File: src/hdl/frpr_pkg.sv
// package for the framed packet receiver: sizes, codes and controller/datapath structs
// no dependencies; all files but the in and out interfaces use it by scoped names
package frpr_pkg;

  localparam int MAX_PAYLOAD = 32;
  localparam int NUM_MSG     = 4;
  localparam int ADDR_W      = (MAX_PAYLOAD > 1) ? $clog2(MAX_PAYLOAD) : 1;
  localparam int CNT_W       = $clog2(MAX_PAYLOAD + 1);
  localparam int CFG_IDX_W   = 3;
  localparam int CFG_DATA_W  = 17;

  localparam logic [7:0] PREAMBLE = 8'hAA;

  // configuration register fields
  localparam int MSG_EN_BIT = 16;

  // commands from controller to datapath, each valid for one transfer
  typedef struct packed {
    logic start_frame;
    logic take_id;
    logic take_len;
    logic take_data;
    logic take_sum_lo;
    logic start_drain;
  } frpr_cmd_t;

  // status from datapath to controller
  typedef struct packed {
    logic is_preamble;
    logic pair_ok;
    logic left_zero;
    logic left_one;
    logic sum_ok;
    logic drain_busy;
  } frpr_status_t;

endpackage

File: src/hdl/frpr_in_if.sv
// received byte channel, one byte per transfer
// no dependencies; the byte width is fixed at eight bits
interface frpr_in_if;
  logic       valid;
  logic       ready;
  logic [7:0] rx_byte;

  modport source (output valid, output rx_byte, input ready);
  modport sink   (input valid, input rx_byte, output ready);
endinterface

File: src/hdl/frpr_out_if.sv
// payload result channel, one payload byte per transfer
// fixed field widths of the result item
interface frpr_out_if;
  logic       valid;
  logic       ready;
  logic [7:0] msg_id;
  logic [6:0] msg_length;
  logic [5:0] byte_index;
  logic [7:0] payload_byte;
  logic       last;

  modport source (output valid, output msg_id, output msg_length, output byte_index,
                  output payload_byte, output last, input ready);
  modport sink   (input valid, input msg_id, input msg_length, input byte_index,
                  input payload_byte, input last, output ready);
endinterface

File: src/hdl/frpr_cfg_if.sv
// configuration write channel: register index and write data
// widths from frpr_pkg
interface frpr_cfg_if;
  logic                             valid;
  logic                             ready;
  logic [frpr_pkg::CFG_IDX_W-1:0]   index;
  logic [frpr_pkg::CFG_DATA_W-1:0]  data;

  modport source (output valid, output index, output data, input ready);
  modport sink   (input valid, input index, input data, output ready);
endinterface

File: src/hdl/frpr_ctrl.sv
// frame parser controller: phase state machine and input ready
// depends on frpr_pkg command and status structs
module frpr_ctrl (
  input  logic                   clk,
  input  logic                   rst_n,
  input  logic                   in_valid,
  output logic                   in_ready,
  input  frpr_pkg::frpr_status_t st,
  output frpr_pkg::frpr_cmd_t    cmd
);

  typedef enum logic [2:0] {
    ST_HUNT,
    ST_ID,
    ST_LEN,
    ST_DATA,
    ST_SUM_LO,
    ST_SUM_HI,
    ST_DRAIN
  } state_t;

  state_t state_r, state_nxt;
  logic   in_ready_r, in_ready_nxt;
  logic   accept;

  assign accept   = in_valid && in_ready_r;
  assign in_ready = in_ready_r;

  // next phase and datapath commands
  always_comb begin
    state_nxt = state_r;
    cmd       = '0;
    case (state_r)
      ST_HUNT: begin
        if (accept && st.is_preamble) begin
          cmd.start_frame = 1'b1;
          state_nxt       = ST_ID;
        end
      end
      ST_ID: begin
        // repeated preambles are skipped here
        if (accept && !st.is_preamble) begin
          cmd.take_id = 1'b1;
          state_nxt   = ST_LEN;
        end
      end
      ST_LEN: begin
        if (accept) begin
          if (st.pair_ok) begin
            cmd.take_len = 1'b1;
            state_nxt    = ST_DATA;
          end else begin
            state_nxt = ST_HUNT;
          end
        end
      end
      ST_DATA: begin
        if (accept) begin
          if (st.left_zero) begin
            // zero length frame: byte is swallowed
            state_nxt = ST_HUNT;
          end else begin
            cmd.take_data = 1'b1;
            if (st.left_one) begin
              state_nxt = ST_SUM_LO;
            end
          end
        end
      end
      ST_SUM_LO: begin
        if (accept) begin
          cmd.take_sum_lo = 1'b1;
          state_nxt       = ST_SUM_HI;
        end
      end
      ST_SUM_HI: begin
        if (accept) begin
          if (st.sum_ok) begin
            cmd.start_drain = 1'b1;
            state_nxt       = ST_DRAIN;
          end else begin
            state_nxt = ST_HUNT;
          end
        end
      end
      ST_DRAIN: begin
        if (!st.drain_busy) begin
          state_nxt = ST_HUNT;
        end
      end
      default: begin
        state_nxt = ST_HUNT;
      end
    endcase
    in_ready_nxt = (state_nxt != ST_DRAIN);
  end

  // state and registered ready
  always_ff @(posedge clk) begin
    if (!rst_n) begin
      state_r    <= ST_HUNT;
      in_ready_r <= 1'b1;
    end else begin
      state_r    <= state_nxt;
      in_ready_r <= in_ready_nxt;
    end
  end

  // input is held off for the whole payload read-out
  a_ready_drain: assert property (@(posedge clk) disable iff (!rst_n)
    (state_r == ST_DRAIN) |-> !in_ready_r)
    else $error("input ready during read-out");

  // ready returns whenever the parser is not reading out
  a_ready_parse: assert property (@(posedge clk) disable iff (!rst_n)
    (state_r != ST_DRAIN) |-> in_ready_r)
    else $error("input stalled outside read-out");

  // at most one datapath command per transfer
  a_cmd_onehot: assert property (@(posedge clk) disable iff (!rst_n)
    $onehot0(cmd))
    else $error("conflicting datapath commands");

endmodule

File: src/hdl/frpr_dp.sv
// frame datapath: message table, header/sum registers, payload memory, result register
// depends on frpr_pkg and the output and configuration channel interfaces
module frpr_dp (
  input  logic                   clk,
  input  logic                   rst_n,
  input  logic [7:0]             rx_byte,
  input  frpr_pkg::frpr_cmd_t    cmd,
  output frpr_pkg::frpr_status_t st,
  frpr_out_if.source             out_ch,
  frpr_cfg_if.sink               cfg_ch
);

  logic [frpr_pkg::CFG_DATA_W-1:0] msg_tab_r [frpr_pkg::NUM_MSG];

  logic [7:0]                    frame_id_r;
  logic [7:0]                    frame_len_r;
  logic [frpr_pkg::CNT_W-1:0]    left_r;
  logic [frpr_pkg::ADDR_W-1:0]   wpos_r;
  logic [15:0]                   sum_r;
  logic [7:0]                    sum_lo_r;
  logic [7:0]                    pay_mem [frpr_pkg::MAX_PAYLOAD];

  logic                          drain_r;
  logic [frpr_pkg::CNT_W-1:0]    rd_cnt_r;

  logic                          out_valid_r;
  logic [7:0]                    out_id_r;
  logic [6:0]                    out_len_r;
  logic [5:0]                    out_idx_r;
  logic [7:0]                    out_byte_r;
  logic                          out_last_r;

  logic                          pair_hit;
  logic                          rd_go;
  logic                          rd_last;
  logic [15:0]                   sum_add;

  // configuration writes, indexes past the table are dropped
  assign cfg_ch.ready = 1'b1;

  always_ff @(posedge clk) begin
    if (!rst_n) begin
      for (int k = 0; k < frpr_pkg::NUM_MSG; k++) begin
        msg_tab_r[k] <= '0;
      end
    end else if (cfg_ch.valid &&
                 (cfg_ch.index < frpr_pkg::CFG_IDX_W'(frpr_pkg::NUM_MSG))) begin
      msg_tab_r[cfg_ch.index[1:0]] <= cfg_ch.data;
    end
  end

  // id and length pair lookup against enabled table entries
  always_comb begin
    pair_hit = 1'b0;
    for (int k = 0; k < frpr_pkg::NUM_MSG; k++) begin
      if (msg_tab_r[k][frpr_pkg::MSG_EN_BIT] &&
          (msg_tab_r[k][15:8] == frame_id_r) &&
          (msg_tab_r[k][7:0] == rx_byte)) begin
        pair_hit = 1'b1;
      end
    end
  end

  assign sum_add = sum_r + {8'd0, rx_byte};

  // status to controller
  always_comb begin
    st.is_preamble = (rx_byte == frpr_pkg::PREAMBLE);
    st.pair_ok     = pair_hit && (rx_byte <= 8'(frpr_pkg::MAX_PAYLOAD));
    st.left_zero   = (left_r == '0);
    st.left_one    = (left_r == frpr_pkg::CNT_W'(1));
    st.sum_ok      = (sum_r == {rx_byte, sum_lo_r});
    st.drain_busy  = drain_r;
  end

  // header, count and running sum registers
  always_ff @(posedge clk) begin
    if (!rst_n) begin
      frame_id_r  <= '0;
      frame_len_r <= '0;
      left_r      <= '0;
      wpos_r      <= '0;
      sum_r       <= '0;
      sum_lo_r    <= '0;
    end else begin
      if (cmd.start_frame) begin
        frame_id_r  <= '0;
        frame_len_r <= '0;
        left_r      <= '0;
        wpos_r      <= '0;
        sum_lo_r    <= '0;
        sum_r       <= {8'd0, rx_byte};
      end
      if (cmd.take_id) begin
        frame_id_r <= rx_byte;
        sum_r      <= sum_add;
      end
      if (cmd.take_len) begin
        frame_len_r <= rx_byte;
        left_r      <= frpr_pkg::CNT_W'(rx_byte);
        sum_r       <= sum_add;
      end
      if (cmd.take_data) begin
        sum_r  <= sum_add;
        wpos_r <= wpos_r + frpr_pkg::ADDR_W'(1);
        left_r <= left_r - frpr_pkg::CNT_W'(1);
      end
      if (cmd.take_sum_lo) begin
        sum_lo_r <= rx_byte;
      end
    end
  end

  // payload memory write port
  always_ff @(posedge clk) begin
    if (cmd.take_data) begin
      pay_mem[wpos_r] <= rx_byte;
    end
  end

  // read-out sequencer: one memory read per free result slot
  assign rd_go   = drain_r && (!out_valid_r || out_ch.ready);
  assign rd_last = ((8'(rd_cnt_r) + 8'd1) == frame_len_r);

  always_ff @(posedge clk) begin
    if (!rst_n) begin
      drain_r     <= 1'b0;
      rd_cnt_r    <= '0;
      out_valid_r <= 1'b0;
    end else begin
      if (cmd.start_drain) begin
        drain_r  <= 1'b1;
        rd_cnt_r <= '0;
      end else if (rd_go) begin
        rd_cnt_r <= rd_cnt_r + frpr_pkg::CNT_W'(1);
        if (rd_last) begin
          drain_r <= 1'b0;
        end
      end
      if (rd_go) begin
        out_valid_r <= 1'b1;
      end else if (out_ch.ready) begin
        out_valid_r <= 1'b0;
      end
    end
  end

  // result register, doubles as the memory read data register
  always_ff @(posedge clk) begin
    if (rd_go) begin
      out_byte_r <= pay_mem[rd_cnt_r[frpr_pkg::ADDR_W-1:0]];
      out_id_r   <= frame_id_r;
      out_len_r  <= frame_len_r[6:0];
      out_idx_r  <= 6'(rd_cnt_r);
      out_last_r <= rd_last;
    end
  end

  assign out_ch.valid        = out_valid_r;
  assign out_ch.msg_id       = out_id_r;
  assign out_ch.msg_length   = out_len_r;
  assign out_ch.byte_index   = out_idx_r;
  assign out_ch.payload_byte = out_byte_r;
  assign out_ch.last         = out_last_r;

  // read-out never passes the frame length
  a_rd_in_frame: assert property (@(posedge clk) disable iff (!rst_n)
    drain_r |-> (8'(rd_cnt_r) < frame_len_r))
    else $error("read-out past frame length");

  // a payload byte is only stored while bytes are still expected
  a_data_counted: assert property (@(posedge clk) disable iff (!rst_n)
    cmd.take_data |-> (left_r != '0))
    else $error("payload byte with no bytes left");

  // the marked result is the final byte of its frame
  a_last_index: assert property (@(posedge clk) disable iff (!rst_n)
    (out_valid_r && out_last_r) |-> ((7'(out_idx_r) + 7'd1) == out_len_r))
    else $error("last flag off the final byte");

endmodule

File: src/hdl/framed_packet_receiver_sum16_core.sv
// top level of the framed packet receiver with 16-bit additive checksum
// depends on frpr_pkg, the channel interfaces, frpr_ctrl and frpr_dp
//
//  channel | dir | transfer moves
//  --------+-----+-------------------------------------------------------------
//  in_ch   | in  | rx_byte, one received byte
//  out_ch  | out | msg_id, msg_length, byte_index, payload_byte, last
//  cfg_ch  | in  | index 0..3 selects known_msg_0..3, data holds the 17-bit entry
//
// header, payload and checksum bytes are taken at one byte per cycle
// after a good checksum input stalls while the payload is read out of the
// payload memory, one byte per cycle while out_ch is ready
// out_ch stalls hold the read-out; a finished result waits in the output register
// synchronous active-low reset clears the table and parser; no memory clear pass
// cfg_ch is always ready
module framed_packet_receiver_sum16_core (
  input  logic        clk,
  input  logic        rst_n,
  frpr_in_if.sink     in_ch,
  frpr_out_if.source  out_ch,
  frpr_cfg_if.sink    cfg_ch
);

  frpr_pkg::frpr_cmd_t    cmd;
  frpr_pkg::frpr_status_t st;

  // phase controller
  frpr_ctrl u_ctrl (
    .clk      (clk),
    .rst_n    (rst_n),
    .in_valid (in_ch.valid),
    .in_ready (in_ch.ready),
    .st       (st),
    .cmd      (cmd)
  );

  // datapath with payload memory and result register
  frpr_dp u_dp (
    .clk     (clk),
    .rst_n   (rst_n),
    .rx_byte (in_ch.rx_byte),
    .cmd     (cmd),
    .st      (st),
    .out_ch  (out_ch),
    .cfg_ch  (cfg_ch)
  );

endmodule

File: src/flat_wrapper.sv
// flat-port wrapper written by rule: the top's interface ports become plain ports
module framed_packet_receiver_sum16_core_flat 
  (clk, rst_n, in_ch_valid, in_ch_rx_byte, in_ch_ready, out_ch_valid, out_ch_msg_id, out_ch_msg_length, out_ch_byte_index, out_ch_payload_byte, out_ch_last, out_ch_ready, cfg_ch_valid, cfg_ch_index, cfg_ch_data, cfg_ch_ready);
  frpr_in_if in_ch_i ();
  frpr_out_if out_ch_i ();
  frpr_cfg_if cfg_ch_i ();
  input  logic clk;
  input  logic rst_n;
  input wire logic [$bits(in_ch_i.valid)-1:0] in_ch_valid;
  input wire logic [$bits(in_ch_i.rx_byte)-1:0] in_ch_rx_byte;
  output wire logic [$bits(in_ch_i.ready)-1:0] in_ch_ready;
  output wire logic [$bits(out_ch_i.valid)-1:0] out_ch_valid;
  output wire logic [$bits(out_ch_i.msg_id)-1:0] out_ch_msg_id;
  output wire logic [$bits(out_ch_i.msg_length)-1:0] out_ch_msg_length;
  output wire logic [$bits(out_ch_i.byte_index)-1:0] out_ch_byte_index;
  output wire logic [$bits(out_ch_i.payload_byte)-1:0] out_ch_payload_byte;
  output wire logic [$bits(out_ch_i.last)-1:0] out_ch_last;
  input wire logic [$bits(out_ch_i.ready)-1:0] out_ch_ready;
  input wire logic [$bits(cfg_ch_i.valid)-1:0] cfg_ch_valid;
  input wire logic [$bits(cfg_ch_i.index)-1:0] cfg_ch_index;
  input wire logic [$bits(cfg_ch_i.data)-1:0] cfg_ch_data;
  output wire logic [$bits(cfg_ch_i.ready)-1:0] cfg_ch_ready;
  assign in_ch_i.valid = in_ch_valid;
  assign in_ch_i.rx_byte = in_ch_rx_byte;
  assign in_ch_ready = in_ch_i.ready;
  assign out_ch_valid = out_ch_i.valid;
  assign out_ch_msg_id = out_ch_i.msg_id;
  assign out_ch_msg_length = out_ch_i.msg_length;
  assign out_ch_byte_index = out_ch_i.byte_index;
  assign out_ch_payload_byte = out_ch_i.payload_byte;
  assign out_ch_last = out_ch_i.last;
  assign out_ch_i.ready = out_ch_ready;
  assign cfg_ch_i.valid = cfg_ch_valid;
  assign cfg_ch_i.index = cfg_ch_index;
  assign cfg_ch_i.data = cfg_ch_data;
  assign cfg_ch_ready = cfg_ch_i.ready;
  framed_packet_receiver_sum16_core u_core (.clk(clk), .rst_n(rst_n), .in_ch(in_ch_i), .out_ch(out_ch_i), .cfg_ch(cfg_ch_i));
endmodule
File: config.mk
export PLATFORM = sky130hd
export DESIGN_NAME = framed_packet_receiver_sum16_core_flat
export DESIGN_NICKNAME = d
export VERILOG_FILES = /design/src/hdl/frpr_pkg.sv /design/src/hdl/frpr_in_if.sv /design/src/hdl/frpr_out_if.sv /design/src/hdl/frpr_cfg_if.sv /design/src/hdl/frpr_ctrl.sv /design/src/hdl/frpr_dp.sv /design/src/hdl/framed_packet_receiver_sum16_core.sv /design/src/flat_wrapper.sv
export SDC_FILE = /design/constraint.sdc
export NUM_CORES = 1
export LEC_CHECK = 0
export BUFFER_PORTS_ARGS = -buffer_cell sky130_fd_sc_hd__buf_4
export CAP_MARGIN = 15
export CORE_ASPECT_RATIO = 1.5
export CORE_MARGIN = 2
export CORE_UTILIZATION = 45
export CTS_CLUSTER_DIAMETER = 80
export DETAILED_ROUTE_END_ITERATION = 12
export GPL_TIMING_DRIVEN = 0
export PLACE_DENSITY_LB_ADDON = 0.25
export RECOVER_POWER = 50
export SYNTH_ARGS = -nofsm -noshare
export SYNTH_HDL_FRONTEND = slang
export SYNTH_SLANG_ARGS = --single-unit
File: constraint.sdc
create_clock -name clk -period 2.4 [get_ports clk]
set_input_delay 0.12 -clock clk [delete_from_list [all_inputs] [get_ports clk]]
set_output_delay 0.12 -clock clk [all_outputs]
set_load 0.005 [all_outputs]
# After elaboration in Yosys (flattened, before gate mapping)
# Memories as Yosys holds them, arrays and structs flattened. A register that Yosys moved wholly into a read port is not among the register bits.
# Cells that the tools add are included.
# totals
regBits,85
ramBits,324
word_cells,133
mem_count,2
# memory_table
name,depth,width,read_ports,rd_ports_with_merged_regs,wr,line_no,text
u_core.u_dp.pay_mem,32,8,1,1,1,frpr_dp.sv:21,logic [7:0] pay_mem [frpr_pkg::MAX_PAYLOAD];
u_core.u_dp.msg_tab_r,4,17,4,0,4,frpr_dp.sv:13,logic [frpr_pkg::CFG_DATA_W-1:0] msg_tab_r [frpr_pkg::NUM_MSG];
# op_classes
n_eq_ne,19
bitwise_logic,1
magnitude_cmp,2
n_addsub,5
muxes,58
n_reduce_logical,31
# op_table
operator,n
$eq A8 B8 Y1,8
$mux W16,4
$mux W8,4
$mux W1,31
$mux W3,10
$pmux W3 S7,1
$mux W6,3
$mux W17,1
$reduce_or A17 Y1,1
$add A16 B8 Y16,1
$eq A16 B16 Y1,1
$logic_and A1 B1 Y1,14
$reduce_bool A2 Y1,7
$mux W5,2
$eq A3 B3 Y1 const B,3
$eq A7 B8 Y1,1
$eq A8 B8 Y1 const B,1
$le A8 B6 Y1 const B,1
$add A6 B1 Y7 const B,1
$add A6 B1 Y6 const B,1
$eq A3 B2 Y1 const B,2
$eq A6 B1 Y1 const B,1
$logic_not A6 Y1,1
$sub A6 B1 Y6 const B,1
other kinds (13),15

# Logic depth before layout (Yosys ltp)
# An unclocked memory read counts as a cell.
# depth
word_depth,14
mapped_depth,10
ltp_nobuf,10

# Cells and area by module
# Synthesis repeated with hierarchy kept, for this count alone.
# unflattened
cells_unflattened,1172
hier_area_um2,17923.4
# modules_own_cells
mod,area_per_inst_um2,cells_per_inst,instances
frpr_dp,17571.9,1131,1
frpr_ctrl,351.6,41,1

# Worst setup path after synthesis
# Ideal clock, no wire load.
# synth_path
path_kind,register to register
start,reg u_core.u_dp.rd_cnt_r[1] (netlist name)
end,"reg u_core.u_dp.out_byte_r[0], in the netlist u_core.u_dp.out_ch.payload_byte[0], read port of u_core.u_dp.pay_mem (data pin)"
path_slack_ps,71
arrival_ps,2069
n_path_buf,2
setup_time_ps,260
stages_incl_launch_ff,6
period_less_slack_ps,2329
cell_sequence,dfxtp_1 > clkbuf_1 > buf_1 > mux4_2 > mux4_2 > mux2_2
# synth_lines
item,line_no,text
"start, declared",frpr_dp.sv:24,logic [frpr_pkg::CNT_W-1:0] rd_cnt_r;
"start signal, assigned",frpr_dp.sv:135,rd_cnt_r <= rd_cnt_r + frpr_pkg::CNT_W'(1);
"end, declared",frpr_dp.sv:30,logic [7:0] out_byte_r;

==> results by group <==
Clock tree
  • Num CTS Buffers: 41
  • Clk buf depth: 3
  • Root Buffer: clkbuf_16
  • H-tree levels: 2
  • Clk sinks: 417
  • Clock latency on the worst-skew pair: around 0.56 ns
  • Clk slew on worst S/H paths: 0.06 ns
  • CTS tree: built

Route
  • Antenna Nets Post-Route: 0
  • 1st-pass router iterations: 5
  • WL/cell: between 20 and 25 um
  • Total wire length: about 42000 um
  • Via count: 10180
  • Vias per cell: 5.580
  • DR iter-0 viols: 789
  • Drc violations: 0

STA
  • Final setup viols: 0
  • F_max: between 400 and 500 MHz
  • Clock Skew: 0.02279 ns
  • Fin crit share: 99.13%
  • Hold Fails Final Rpt: 0
  • RSZ-0062 raised after global routing: true
  • Post-layout min period: 2.379 ns
  • Slew @ Worst Pin: between 1.5 and 2 ns
  • Max-Slew Margin vs Limit: -13.48%
  • Final setup margin: 0.02090 ns
  • Pins over their slew limit: 36

Min path
  • Hold Path Class: input port to flop
  • Hold path depth: 1

Synthesis
  • Number of synthesized flops with an enable pin: 354
  • Synthesized instance count: 1145
  • Flops & latches, synth: approximately 420
  • Yosys top cell by area: edfxtp_1
  • Synth top area share: 60.00%
  • Register area share after synthesis: 67.12%
  • Post-synth top flop: edfxtp_1
  • Top post-synthesis cells by area: edfxtp_1 (60%), mux4_2 (10%), dfxtp_1 (7.1%)
  • Syn avg cell area: 15.47 um^2
  • Yosys Warn Count: 0
  • Mapped Nets: roughly 1200
  • Cell Area, Synth: 17720 um^2
  • Asr flop ratio synth: 0%
  • Yosys cell types: a little over 60

Floorplan
  • I/O pin cnt: 66
  • Initial Util: 45.32%
  • Die area: 41000 um^2
  • Die Span Y: around 250 um
  • Row count: a little under 90
  • Chip width: 166.0 um
  • Core Box Area: ~40000 um^2

Global route
  • Total gr overflow: 0
  • First-pass GRT wire length: 63490 um
  • Largest net degree at the start of global routing: 36
  • Vias in the first global route: 10590
  • GRT Overall Usage: 20.56%
  • Initial antenna violation count: 0

Placement
  • Buffers on Ports: 63
  • Setup slack at placement: -0.9224 ns
  • Placed inst area: 18820 um^2
  • HPWL after DPL: roughly 29000 um
  • Routability congestion estimate: 0.8629

Outcome
  • Failing checks: capacitance limit, slew limit
  • Status: finished with violations

Power and ir drop
  • Pwr dens: 696.4 nW/um^2
  • Sw Ratio: 20.88%
  • Leakage: 6.811 nW
  • Max VDD drop: 550.8 uV
  • Sequential cell fraction of total power: between 50 and 60%
  • Combinational share of power: under 10%
  • NetSw: 3.052 mW
  • Internal power: 11.56 mW
  • Clock group share of total power: between 40% and 50%

Cells and area
  • Area delta synth->final: 18.48%
  • ANT cells: 0
  • Fill count: between 3000 and 4000
  • Proportion of layout cells with a drive suffix above 1: about 25%
  • Final net count: 1341
  • Fin area: between 20000 and 25000 um^2

Critical path
  • Critical Path Fanout Max: 10
  • Crit path arrival time: 2.68 ns
  • Crit path kind: flop to flop
  • Critical-path cell list: buf_12 > buf_12 > mux4_2 > mux4_2 > mux2_2
  • Max incr delay on CP: 0.56 ns
  • Crit end category: flop
  • CP Launch Type: flop
  • Max stage delay cell, worst path: mux4_2
  • WP data required: approximately 2.7 ns
  • Reg2reg path depth: 5

Job
  • Max cap viols: 2
[power groups by stage]
| stage | clock (mW) | sequential [mW] | combinational (mW) |
|---|---|---|---|
| 4_1_cts | 6.30 | 7.95 | 0.456 |
| 2_1_floorplan | 0 | 8.10 | 0.203 |
| 3_5_place_dp | 0 | 8.11 | 0.419 |
| 6_report | 6.21 | 7.95 | 0.448 |
| 5_1_grt | 6.60 | 7.96 | 0.489 |
| 3_3_place_gp | 0 | 8.11 | 0.406 |
[what timing repair did]
item                                    4_1_cts  5_1_grt
endpoints found under the setup margin      298      281
hold buffers                                 23        0
hold endpoints to repair                     75        0
pin swaps                                     6        7
resized for setup                           107       36
buffers inserted                             13        4
[worst max-delay path: cells and delay by family (launching register included)]
kind / cells / cell delay, ns
buf+inv: 2 / 0.30
flops: 1 / 0.43
mux: 3 / 1.39
[sequential cells by signal, summed over array words and instances, names as in the netlist]
signal                           count
u_core.u_ctrl.in_ready               1
u_core.u_ctrl.state_r                3
u_core.u_dp.out_ch.msg_length        7
u_core.u_dp.drain_r                  1
u_core.u_dp.frame_len_r              8
u_core.u_dp.sum_r                   16
u_core.u_dp.out_ch.msg_id            8
u_core.u_dp.frame_id_r               8
u_core.u_dp.wpos_r                   5
u_core.u_dp.pay_mem                256
u_core.u_dp.left_r                   6
u_core.u_dp.msg_tab_r               68
u_core.u_dp.out_ch.byte_index        6
u_core.u_dp.out_ch.valid             1
u_core.u_dp.rd_cnt_r                 6
u_core.u_dp.out_ch.last              1
u_core.u_dp.out_ch.payload_byte      8
u_core.u_dp.sum_lo_r                 8
[kinds of logic after synthesis]
group | count (synthesis) | share of synthesized area [%]
and+or+nand+nor | 329 | 9.577
buffers and inverters | 82 | 2.260
muxes | 92 | 10.91
xor gates and xnor gates | 95 | 4.697
AOI/OAI and AO/OA | 113 | 4.238
other | 1 | 0.02117
DFF | 417 | 67.12
adders and majority gates | 16 | 1.172
[per-layer routing]
metal	vias up	GRT usage, %	part of all wire [%]	wire [um]
met3	92	2.721	3.5	1441
met5	-	0	0	0
met4	0	9.668	4.8	1984
li1	4674	-	-	-
met2	254	39.88	55	23080
met1	5164	21.94	37	15260
[cells in the mapped netlist, types with 5 or more instances]
master / number
or3_1: 5
a21o_1: 5
inv_1: 14
buf_2: 22
edfxtp_1: 354
and3_1: 9
nor2b_1: 6
nand2_1: 52
nor4_1: 14
mux2_2: 9
o21ai_0: 13
a31oi_1: 6
a211oi_1: 7
a22oi_1: 11
a21oi_1: 36
nor2_1: 75
buf_6: 5
nand3_1: 39
clkbuf_1: 24
mux4_2: 80
xnor2_1: 61
dfxtp_1: 63
nand3b_1: 5
ha_1: 15
nand2b_1: 9
nand4_1: 14
buf_1: 7
xor2_1: 34
o22ai_1: 5
nor3_1: 16
and2_1: 71
buf_4: 7
[metrics by stage]
step | setup TNS (ns) | instances | hold WS (ns) | utilization, % | power [mW]
final | 0 | 1825 | 0.02174 | 53.70 | 14.62
after global routing | -0.008596 | 1825 | 0.02299 | 53.70 | 15.05
after CTS | -6.945 | 1819 | 0.008367 | 53.32 | 14.71
after detailed placement | -216.11 | 1708 | 0.4099 | 48.15 | 8.529
after global placement | -222.22 | 1708 | 0.4117 | 48.14 | 8.514
after floorplan | 0 | 1145 | 0.2189 | - | 8.306
[worst paths after layout]
| check | start | endpoint | slack [ns] |
|---|---|---|---|
| worst max-delay path | u_core.u_dp.rd_cnt_r[0]$_SDFFE_PP0P_ | u_core.u_dp.out_ch.payload_byte[0]$_DFFE_PP_ | 0.02 |
| worst min-delay path | in_ch_rx_byte[2] | u_core.u_dp.pay_mem[22][2]$_DFFE_PP_ | 0.02 |
| worst max register to register | u_core.u_dp.rd_cnt_r[0]$_SDFFE_PP0P_ | u_core.u_dp.out_ch.payload_byte[0]$_DFFE_PP_ | 0.02 |
| worst min register to register | u_core.u_dp.frame_id_r[3]$_SDFFE_PN0P_ | u_core.u_dp.out_ch.msg_id[3]$_DFFE_PP_ | 0.43 |
[placed cells by master (no fill, tap or decap), drive strengths merged, types with 7 or more instances in the layout]
cell type and n:
a211oi 7, a21oi 37, a22oi 11, and2 71
and3 9, buf 81, clkbuf 124, clkinv 15
dfxtp 63, dlygate4sd3 23, edfxtp 354, ha 15
inv 18, mux2 9, mux4 80, nand2 52
nand2b 9, nand3 39, nand4 14, nor2 77
nor3 16, nor4 14, o21ai 16, xnor2 61
xor2 34
[cell type report]
| class | instances | area [um^2] | share of cell area [%] |
|---|---|---|---|
| Buffer | 65 | 429.2 | 2.045 |
| Clock buffer | 58 | 1151 | 5.484 |
| Clock inverter | 18 | 138.9 | 0.6617 |
| Inverter | 16 | 60.06 | 0.2861 |
| Multi-Input combinational cell | 646 | 5831 | 27.78 |
| Sequential cell | 417 | 11900 | 56.69 |
| Tap cell | 500 | 625.6 | 2.981 |
| Timing Repair Buffer | 105 | 855.8 | 4.077 |
Power figures use the tool's default switching activity.
